**src/design/wsf_mul.sv**
```systemverilog
// Shared signed multiplier with a registered product.
module wsf_mul (
    input  logic                i_clk,
    input  logic signed [33:0]  i_a,
    input  logic signed [26:0]  i_b,
    output logic signed [60:0]  o_p
);
    logic signed [60:0] r_p;

    always_ff @(posedge i_clk) begin
        r_p <= i_a * i_b;
    end

    assign o_p = r_p;
endmodule

```
**config.mk**
```make
export PLATFORM = sky130hd
export DESIGN_NAME = wsf_mul
export DESIGN_NICKNAME = d
export VERILOG_FILES = /design/src/design/wsf_mul.sv
export SDC_FILE = /design/constraint.sdc
export NUM_CORES = 2
export LEC_CHECK = 0
export BUFFER_PORTS_ARGS = -buffer_cell sky130_fd_sc_hd__buf_2
export CORE_ASPECT_RATIO = 0.75
export CORE_MARGIN = 5
export CORE_UTILIZATION = 60
export CTS_BUF_LIST = sky130_fd_sc_hd__clkbuf_16
export DETAILED_ROUTE_END_ITERATION = 7
export PLACE_DENSITY = 0.78
export SLEW_MARGIN = 20
export SYNTH_ARGS = -nofsm -noshare
export SYNTH_HDL_FRONTEND = slang
export SYNTH_SLANG_ARGS = --single-unit
```
**constraint.sdc**
```tcl
create_clock -name i_clk -period 12.8 [get_ports i_clk]
set_input_delay 3.2 -clock i_clk [delete_from_list [all_inputs] [get_ports i_clk]]
set_output_delay 3.2 -clock i_clk [all_outputs]
set_load 0.01 [all_outputs]
```
==> impl_metrics.env <==
export IMPL_cts_root_buf="clkbuf_16"
export IMPL_route_detailed_drc=0
export IMPL_run_status="finished clean"
export IMPL_grt_overflow_total=0
export IMPL_ios=123
export IMPL_cts_tree="yes"
export IMPL_ctsResizeCount=0
export IMPL_finalNetCount=4725
export IMPL_fin_tns_setup_ps=0
export IMPL_hold_viol_final=0
export IMPL_clockBufferDepth=2
export IMPL_crit_path_end_kind="register"
export IMPL_fillers=4464
export IMPL_drive_gt1_frac=0.0430
export IMPL_syn_inst=3601
export IMPL_rsz0062_at_grt="false"
export IMPL_grt_max_degree=35
export IMPL_ys_types=51
export IMPL_hold_start="i_b[0]"
export IMPL_hold_buffers=0
export IMPL_die_area_mm2=0.0602
export IMPL_synthTopCellsByCount="inv_1, fa_1, nand2_1, and2_1, clkbuf_1"
export IMPL_clock_sinks=61
export IMPL_async_flop_share=0
export IMPL_hold_depth=2
export IMPL_dp_hpwl_um=73600
export IMPL_fin_crit_ps=10700
export IMPL_die_w_um=282
export IMPL_fp_row_count=74
export IMPL_worstHoldPathType="in2reg"
export IMPL_place_congestion=0.971
export IMPL_crit_required_ps=13090
export IMPL_slew_viol_final=0
export IMPL_cp_max_fo=34
export IMPL_drt_iter0_markers=2232
export IMPL_period_share=0.836
export IMPL_vias_per_cell=5.53
export IMPL_synth_most_common_cell="inv_1"
export IMPL_synth_seq_cells=61
export IMPL_antenna_left=0
export IMPL_crit_path_top_delay_cell="fa_1"
export IMPL_worst_pin_slew_ps=837
export IMPL_hold_end="o_p[0]$_DFF_P_"
export IMPL_largest_reg_flops=61
export IMPL_path_common_cell="fa_1"
export IMPL_cp_data_arrival_time_ps=10990
export IMPL_floorplan_core_area_mm2=0.0546
export IMPL_clk_pin_slew_ps=60
export IMPL_syn_avg_cell_area_um2=9.23
export IMPL_synth_seq_area_share=0.0368
export IMPL_netlist_area_mm2=0.0332
export IMPL_syn2layout_area_growth_pct=3.55
export IMPL_drt_pass1_iterations=6
export IMPL_start_util=0.608
export IMPL_antenna_found_initial=2
export IMPL_numPortBuffers=122
export IMPL_synth_top_cell_area_share=0.564
export IMPL_cp_slowest_stage_delay_ps=730
export IMPL_synth_ff_type="dfxtp_1"
export IMPL_cts_setup_buffers=0
export IMPL_via_count=23700
export IMPL_start_kind="input port"
export IMPL_wl_per_cell_um=20.8
export IMPL_synth_area_top_cells="fa_1, inv_1, and2_1"
export IMPL_max_cap_viol_count=0
export IMPL_max_slew_margin_rel=0.442
export IMPL_fmax_ghz=0.0935
export IMPL_synth_edff_count=0
export IMPL_synth_top_area_cell="fa_1"
export IMPL_grt_usage=0.312
export IMPL_setup_viol_count_final=0
export IMPL_design_area_mm2=0.0344
export IMPL_hold_slack_ps=3430
export IMPL_totalWireLength_um=88900
export IMPL_postPlaceCellArea_mm2=0.0341
export IMPL_syn_nets=4771
export IMPL_yosys_warnings=0
export IMPL_grt_first_pass_wirelength_um=144000
export IMPL_chipHeight_um=214
export IMPL_cts_buffers=9
export IMPL_grt_pass1_vias=24900
export IMPL_h_tree_depth=3
export IMPL_crit_type="in2reg"
## cell families after synthesis
| family | synth area share |
|---|---|
| buffers and inverters | 0.130 |
| adders and majority gates | 0.629 |
| and+or+nand+nor | 0.155 |
| AOI/OAI and AO/OA | 0.0326 |
| xor gates and xnor gates | 0.0171 |
| DFF | 0.0368 |
| muxes | 0.000301 |
## worst max path at each step
stage / startpoint / to / slack [ps] / depth (start not counted)
finish: i_b[0] / o_p[60]$_DFF_P_ / 2100 / 25
global route: i_b[0] / o_p[60]$_DFF_P_ / 1710 / 25
CTS: i_b[0] / o_p[60]$_DFF_P_ / 2140 / 25
detailed placement: i_b[0] / o_p[60]$_DFF_P_ / 1820 / 25
global placement: i_b[0] / o_p[60]$_DFF_P_ / 1930 / 25
floorplan: i_b[0] / o_p[60]$_DFF_P_ / 2540 / 26
## layout make-up
type / instances / area (um^2) / share of cell area
diodes: 1 / 2.50 / 0.0000727
clock buffers: 9 / 225 / 0.00655
clock inverters: 7 / 98.8 / 0.00287
inverters: 962 / 3610 / 0.105
multi-input cells: 2395 / 27700 / 0.805
flip-flops and latches: 61 / 1220 / 0.0355
well taps: 722 / 903 / 0.0263
repair buffers: 126 / 641 / 0.0186
## worst max-delay path, delay by kind of cell
kind / cells / cell delay [ps]
fa+ha+maj: 8 / 4360
compound gates: 7 / 1400
buf+inv: 6 / 1130
simple gates: 3 / 720
xor+xnor: 1 / 130
## layout by cell type (no fill, tap or decap), types with 9 or more instances in the layout
cell type / synthesis / routed
clkbuf_16: 0 / 9
xor2_1: 20 / 20
o21ai_0: 27 / 27
nand2b_1: 11 / 11
nor3_1: 9 / 9
buf_2: 4 / 122
nand3_1: 15 / 15
dfxtp_1: 61 / 61
nand4_1: 14 / 14
xnor2_1: 45 / 45
ha_1: 172 / 172
a21o_1: 26 / 26
nand2_1: 522 / 522
fa_1: 936 / 936
nor2_1: 60 / 60
a21oi_1: 57 / 57
and2_1: 402 / 402
inv_1: 962 / 963
o21bai_1: 12 / 12
## per-layer routing
metal,global-route usage,share of wire,vias to the layer above
li1,-,-,10000
met3,0.175,0.18,68
met2,0.399,0.39,1454
met5,0.00932,0.0010,-
met1,0.477,0.42,12100
met4,0.0430,0.010,4
## metrics by stage
step	util	cells	worst slack, ps
final	0.630	4283	2100
after global routing	0.630	4283	1710
after CTS	0.630	4282	2140
after detailed placement	0.624	4266	1820
after global placement	0.624	4266	1930
after floorplan	-	3601	2540
Power is not shown: default switching activity piles up to over one toggle a cycle in this logic, so the estimate is an artifact.
