===== src/design/wsf_div.sv =====
// Restoring divider: 32-bit saturating quotient, one bit per cycle.
module wsf_div (
    input  logic         i_clk,
    input  logic         i_rst_n,
    input  logic         i_start,
    input  logic [58:0]  i_dividend,
    input  logic [39:0]  i_divisor,
    output logic         o_done,
    output logic [31:0]  o_quot
);
    logic        r_busy, n_busy;
    logic        r_done, n_done;
    logic [5:0]  r_cnt, n_cnt;
    logic [39:0] r_rem, n_rem;
    logic [39:0] r_dsr, n_dsr;
    logic [31:0] r_low, n_low;
    logic [31:0] r_q, n_q;
    logic [40:0] trial;

    always_comb begin
        n_busy = r_busy;
        n_done = 1'b0;
        n_cnt  = r_cnt;
        n_rem  = r_rem;
        n_dsr  = r_dsr;
        n_low  = r_low;
        n_q    = r_q;
        trial  = {r_rem, r_low[31]};
        if (i_start) begin
            n_dsr = i_divisor;
            n_low = i_dividend[31:0];
            n_rem = {13'd0, i_dividend[58:32]};
            n_cnt = 6'd0;
            n_q   = '0;
            // quotient would not fit in 32 bits
            if ({13'd0, i_dividend[58:32]} >= i_divisor) begin
                n_q    = '1;
                n_done = 1'b1;
                n_busy = 1'b0;
            end else begin
                n_busy = 1'b1;
            end
        end else if (r_busy) begin
            n_low = {r_low[30:0], 1'b0};
            if (trial >= {1'b0, r_dsr}) begin
                n_rem = 40'(trial - {1'b0, r_dsr});
                n_q   = {r_q[30:0], 1'b1};
            end else begin
                n_rem = trial[39:0];
                n_q   = {r_q[30:0], 1'b0};
            end
            n_cnt = r_cnt + 6'd1;
            if (r_cnt == 6'd31) begin
                n_busy = 1'b0;
                n_done = 1'b1;
            end
        end
    end

    always_ff @(posedge i_clk) begin
        if (!i_rst_n) begin
            r_busy <= 1'b0;
            r_done <= 1'b0;
            r_cnt  <= '0;
        end else begin
            r_busy <= n_busy;
            r_done <= n_done;
            r_cnt  <= n_cnt;
        end
        r_rem <= n_rem;
        r_dsr <= n_dsr;
        r_low <= n_low;
        r_q   <= n_q;
    end

    assign o_done = r_done;
    assign o_quot = r_q;
endmodule


===== config.mk =====
export PLATFORM = sky130hd
export DESIGN_NAME = wsf_div
export DESIGN_NICKNAME = d
export VERILOG_FILES = /design/src/design/wsf_div.sv
export SDC_FILE = /design/constraint.sdc
export NUM_CORES = 1
export LEC_CHECK = 0
export BUFFER_PORTS_ARGS = -buffer_cell sky130_fd_sc_hd__clkbuf_2
export CAP_MARGIN = 20
export CELL_PAD_IN_SITES_DETAIL_PLACEMENT = 0
export CELL_PAD_IN_SITES_GLOBAL_PLACEMENT = 1
export CORE_MARGIN = 8
export CORE_UTILIZATION = 42
export CTS_BUF_LIST = sky130_fd_sc_hd__clkbuf_2
export DETAILED_ROUTE_END_ITERATION = 7
export GPL_TIMING_DRIVEN = 0
export PLACE_DENSITY_LB_ADDON = 0.12
export SYNTH_ARGS = -nofsm -noshare
export SYNTH_HDL_FRONTEND = slang
export SYNTH_SLANG_ARGS = --single-unit
export TNS_END_PERCENT = 30

===== constraint.sdc =====
create_clock -name i_clk -period 2.98 [get_ports i_clk]
set_clock_uncertainty 0.2 [all_clocks]
set_input_delay 0 -clock i_clk [delete_from_list [all_inputs] [get_ports i_clk]]
set_output_delay 0 -clock i_clk [all_outputs]
set_load 0.01 [all_outputs]

==> results.txt <==
- Placement row count: 54
- In this run the worst path has a maximum fanout of 6.
- The count of cells in the finished layout, fillers not included, comes to 1553.
* Clock tree root buffer cell: sky130_fd_sc_hd__clkbuf_2
- Routed wire length: 26500 um
- Average wire length per cell after detail routing: 17.1 um
- In the post-synthesis netlist, the cell with the most instances is sky130_fd_sc_hd__edfxtp_1.
- Post-layout minimum cycle time: 3440 ps
* Share of async-settable or async-resettable flops after synthesis: 0%
- Worst min-delay path class: in2reg
- Overall die width: 165 um
* Number of antenna violations at the first check in global routing: 4
- The worst pin sits at a relative slew slack of 41.3%.
- Sequential cell fraction of total power: 40.6%
* Setup repair after global routing missed its margin: yes
- Congestion Overflow GR: 0
- Least-Margin Pin Slew: 877 ps
- Sum of buffers and inverters on the critical path: 2
- Max-cap violations in this run came to 0.
* Failing checks: setup timing
- 135 I/O pins were placed.
- Number of design rule violations left after detail routing: 0
* Prevailing post-synth register cell: sky130_fd_sc_hd__edfxtp_1
- Number of max-slew violations in the final report: 0
- The total area inside the core boundary comes to approximately 0.022 sq mm.
- Data required, critical path: 3270 ps
* Switching power as a share of total power: between 30% and 40%
- Number of H-tree levels: 4
- In the post-route analysis, the smallest setup slack over all paths is -459 ps.
- Mean cell area of the mapped netlist: 10.6 sq um
- Peak VDD IR: 238 uV
* Power share of the clock group: 19.6%
- Maximum number of pins on one net before global-route repair: 52
- Critical path start-end classification: reg2reg
- Fin crit share: 115%
- Ranking of synthesized cells by area: sky130_fd_sc_hd__edfxtp_1 42%, sky130_fd_sc_hd__mux2_2 9.3%, sky130_fd_sc_hd__ha_1 9.1%, sky130_fd_sc_hd__dfxtp_1 4.5%, sky130_fd_sc_hd__inv_1 4.2%
* Clock-pin slew of the registers on the worst-case setup and hold paths: 280 ps
* Synthesized net count: 1051
- For this design the ratio of total power to cell area is 503 mW/mm^2.
- Before antenna repair, the detailed router went through 5 iterations.
- Cell family with most CP delay: compound AO/OA/AOI/OAI gates
- Once placement completed, the tool counted placed cells totaling 1296.
- Buffers added on ports: between 100 and 150
- Setup violations remaining at the end of the flow were counted as between 40 and 50.
- CP Launch Type: flop
- Number of enable flip-flop cells after synthesis: around 130
- The flow ran to the end, but the final reports show violations.
* Flop and latch count out of synthesis: 152
* Number of vias per cell: 5.15
- Fraction of post-synthesis cell area in the top cell type by area: between 40% and 50%
- Mapped cell area: slightly above 0.009 sq mm
- Once placement finished, the instance area stood at 0.0105 sq mm.
* Distinct cell type count after synthesis: 67
* Detailed router's first-iteration violation count: 363
- Final count of hold timing violations: 0
* Finished Core Util: between 60% and 70%
* Sequential element share of the synthesized area: around 47%
* Standby leakage power: 0.00567 uW
- Die area: 0.0273 sq mm
- Via count of the first global-routing pass: 8369
* Switch Pwr: 2330 uW
- Area growth syn-to-layout: 42.5%
- Overall routing resource usage: between 10% and 20%
- Post-layout net count: ~1.4k
- DPL Wire Length: 18200 um
* Timing-limited maximum frequency: 291 MHz
- Proportion of layout cells with a drive suffix above 1: a little over a quarter
- After technology mapping, the gate count stands at 880.
- In this design, the stage delay of the slowest critical-path cell is 500 ps.
* Top post-synthesis cells by count: 131 x sky130_fd_sc_hd__edfxtp_1, 105 x sky130_fd_sc_hd__inv_1, 77 x sky130_fd_sc_hd__mux2_2
- Data on the critical path arrives at its endpoint at approximately 3700 ps.
* Final Instance Area: 0.0133 sq mm
- Once the floorplan was initialized, standard cells occupied 42.8% of the core.
- Maximum buffer depth of the clock tree: 2
- Per report_power, the combinational group accounts for 39.7% of the total.
* Clock buffer count from CTS: 17
- TritonCTS built the clock tree.
- Count of clock tree sinks: 152
- Global-route wire length before repair: 42400 um
- The floorplan step set the die height to around 170 um.
* Cells traversed along the worst timing path: ha_4 -> and4_4 -> o21ai_4 -> a21o_1 -> a21oi_4 -> o21ai_4 -> a211oi_4 -> a21o_1 -> buf_6 -> buf_12 -> mux2_4 -> mux2_4
- Before CTS, the worst setup slack after placement is -759 ps.
- Antenna Violating Nets Remaining: 0
- The congestion estimate from routability-driven global placement came to between 0.8 and 0.9.
- The largest individual stage delay along the critical path comes from the cell sky130_fd_sc_hd__edfxtp_1.
- Crit end category: flop
- Vias: 7991
- Total power consumption of the routed design: about 6700 uW
- Cell taking the most area after synthesis: sky130_fd_sc_hd__edfxtp_1
* Yosys warning count: 0
- Cell-internal power: 4370 uW
- Worst-Skew Late Latency: 740 ps
-- metal layers --
| metal | GRT usage (%) | wire length [um] | up-vias |
|---|---|---|---|
| li1 | - | - | 3959 |
| met1 | 25.0 | 12100 | 3818 |
| met2 | 32.5 | 12400 | 183 |
| met3 | 5.95 | 1700 | 25 |
| met4 | 3.73 | 283 | 6 |
| met5 | 0 | 33 | - |
-- flip-flops by register name (all words and copies together) (netlist names) --
name    cells
r_dsr      40
r_busy      1
o_quot     32
r_low      32
r_rem      40
o_done      1
r_cnt       6
-- layout by cell type (no fill, tap or decap), types with 4 or more instances in the layout --
| cell | instances |
|---|---|
| sky130_fd_sc_hd__inv_8 | 4 |
| sky130_fd_sc_hd__a211oi_1 | 8 |
| sky130_fd_sc_hd__ha_2 | 4 |
| sky130_fd_sc_hd__nand2_1 | 50 |
| sky130_fd_sc_hd__mux2i_1 | 13 |
| sky130_fd_sc_hd__xnor2_1 | 17 |
| sky130_fd_sc_hd__a21oi_1 | 49 |
| sky130_fd_sc_hd__a21o_1 | 21 |
| sky130_fd_sc_hd__ha_4 | 15 |
| sky130_fd_sc_hd__o21bai_1 | 5 |
| sky130_fd_sc_hd__buf_4 | 24 |
| sky130_fd_sc_hd__nand3_1 | 15 |
| sky130_fd_sc_hd__nand2b_1 | 8 |
| sky130_fd_sc_hd__dlygate4sd3_1 | 201 |
| sky130_fd_sc_hd__inv_6 | 4 |
| sky130_fd_sc_hd__xor2_1 | 18 |
| sky130_fd_sc_hd__nor2_1 | 52 |
| sky130_fd_sc_hd__clkbuf_1 | 22 |
| sky130_fd_sc_hd__nand4_1 | 19 |
| sky130_fd_sc_hd__nor3_1 | 7 |
| sky130_fd_sc_hd__edfxtp_1 | 131 |
| sky130_fd_sc_hd__buf_12 | 5 |
| sky130_fd_sc_hd__o21a_1 | 4 |
| sky130_fd_sc_hd__nor2b_1 | 6 |
| sky130_fd_sc_hd__buf_6 | 5 |
| sky130_fd_sc_hd__clkbuf_2 | 152 |
| sky130_fd_sc_hd__o211ai_1 | 5 |
| sky130_fd_sc_hd__mux2_4 | 12 |
| sky130_fd_sc_hd__nor4_1 | 5 |
| sky130_fd_sc_hd__ha_1 | 49 |
| sky130_fd_sc_hd__dfxtp_1 | 21 |
| sky130_fd_sc_hd__o21ai_0 | 62 |
| sky130_fd_sc_hd__inv_1 | 104 |
| sky130_fd_sc_hd__mux2_2 | 65 |
-- power groups by stage --
stage	Sequential, uW	Clock, uW	Combinational [uW]
6_report	2720	1320	2660
4_1_cts	2710	1350	2490
5_1_grt	2750	1430	2930
3_3_place_gp	2750	0	2100
2_1_floorplan	2740	0	1550
3_5_place_dp	2750	0	2110
-- worst paths after layout --
| path | from | to | cells past startpoint | slack (ps) |
|---|---|---|---|---|
| worst min-delay path | i_start | r_dsr[9]$_DFFE_PP_ | 2 | 190 |
| worst max register to register | r_rem[9]$_DFFE_PP_ | r_rem[4]$_DFFE_PP_ | 12 | -460 |
| worst min register to register | r_cnt[5]$_SDFFE_PP0P_ | r_cnt[5]$_SDFFE_PP0P_ | 2 | 310 |
| worst max-delay path | r_rem[9]$_DFFE_PP_ | r_rem[4]$_DFFE_PP_ | 12 | -460 |
-- stage by stage --
step	setup TNS (ps)	hold slack, ps
floorplan	-3900	-101
global placement	-153090	-5.78
detailed placement	-48820	-6.16
CTS	-11870	150
global route	-20960	152
finish	-11790	190
-- logic make-up (layout without fill, tap and decap cells) --
group | Yosys count | after routing | synth area share, %
flops | 152 | 152 | 46.6
mux | 90 | 90 | 10.7
compound gates | 201 | 201 | 13.7
xor+xnor | 35 | 35 | 3.28
buf+inv | 139 | 531 | 6.11
other cells | 0 | 1 | 0
simple gates | 194 | 194 | 10.3
fa+ha+maj | 69 | 69 | 9.32
-- cell type report --
type	count	area, sq um
Fill cell	1877	8510
Multi-Input combinational cell	589	4830
Sequential cell	152	4350
Timing Repair Buffer	364	2950
Inverter	105	394
Tap cell	280	350
Clock inverter	14	181
Buffer	30	168
Clock buffer	18	90.1
Antenna cell	1	2.50
-- what timing repair did --
| action | CTS | global route |
|---|---|---|
| resized for setup | 37 | 44 |
| endpoints found under the hold margin | 147 | 0 |
| setup buffers | 12 | 15 |
| pin swaps | 13 | 19 |
| setup endpoints to repair | 41 | 71 |
| hold buffers | 201 | 0 |
(Power assumes the default switching activity.)
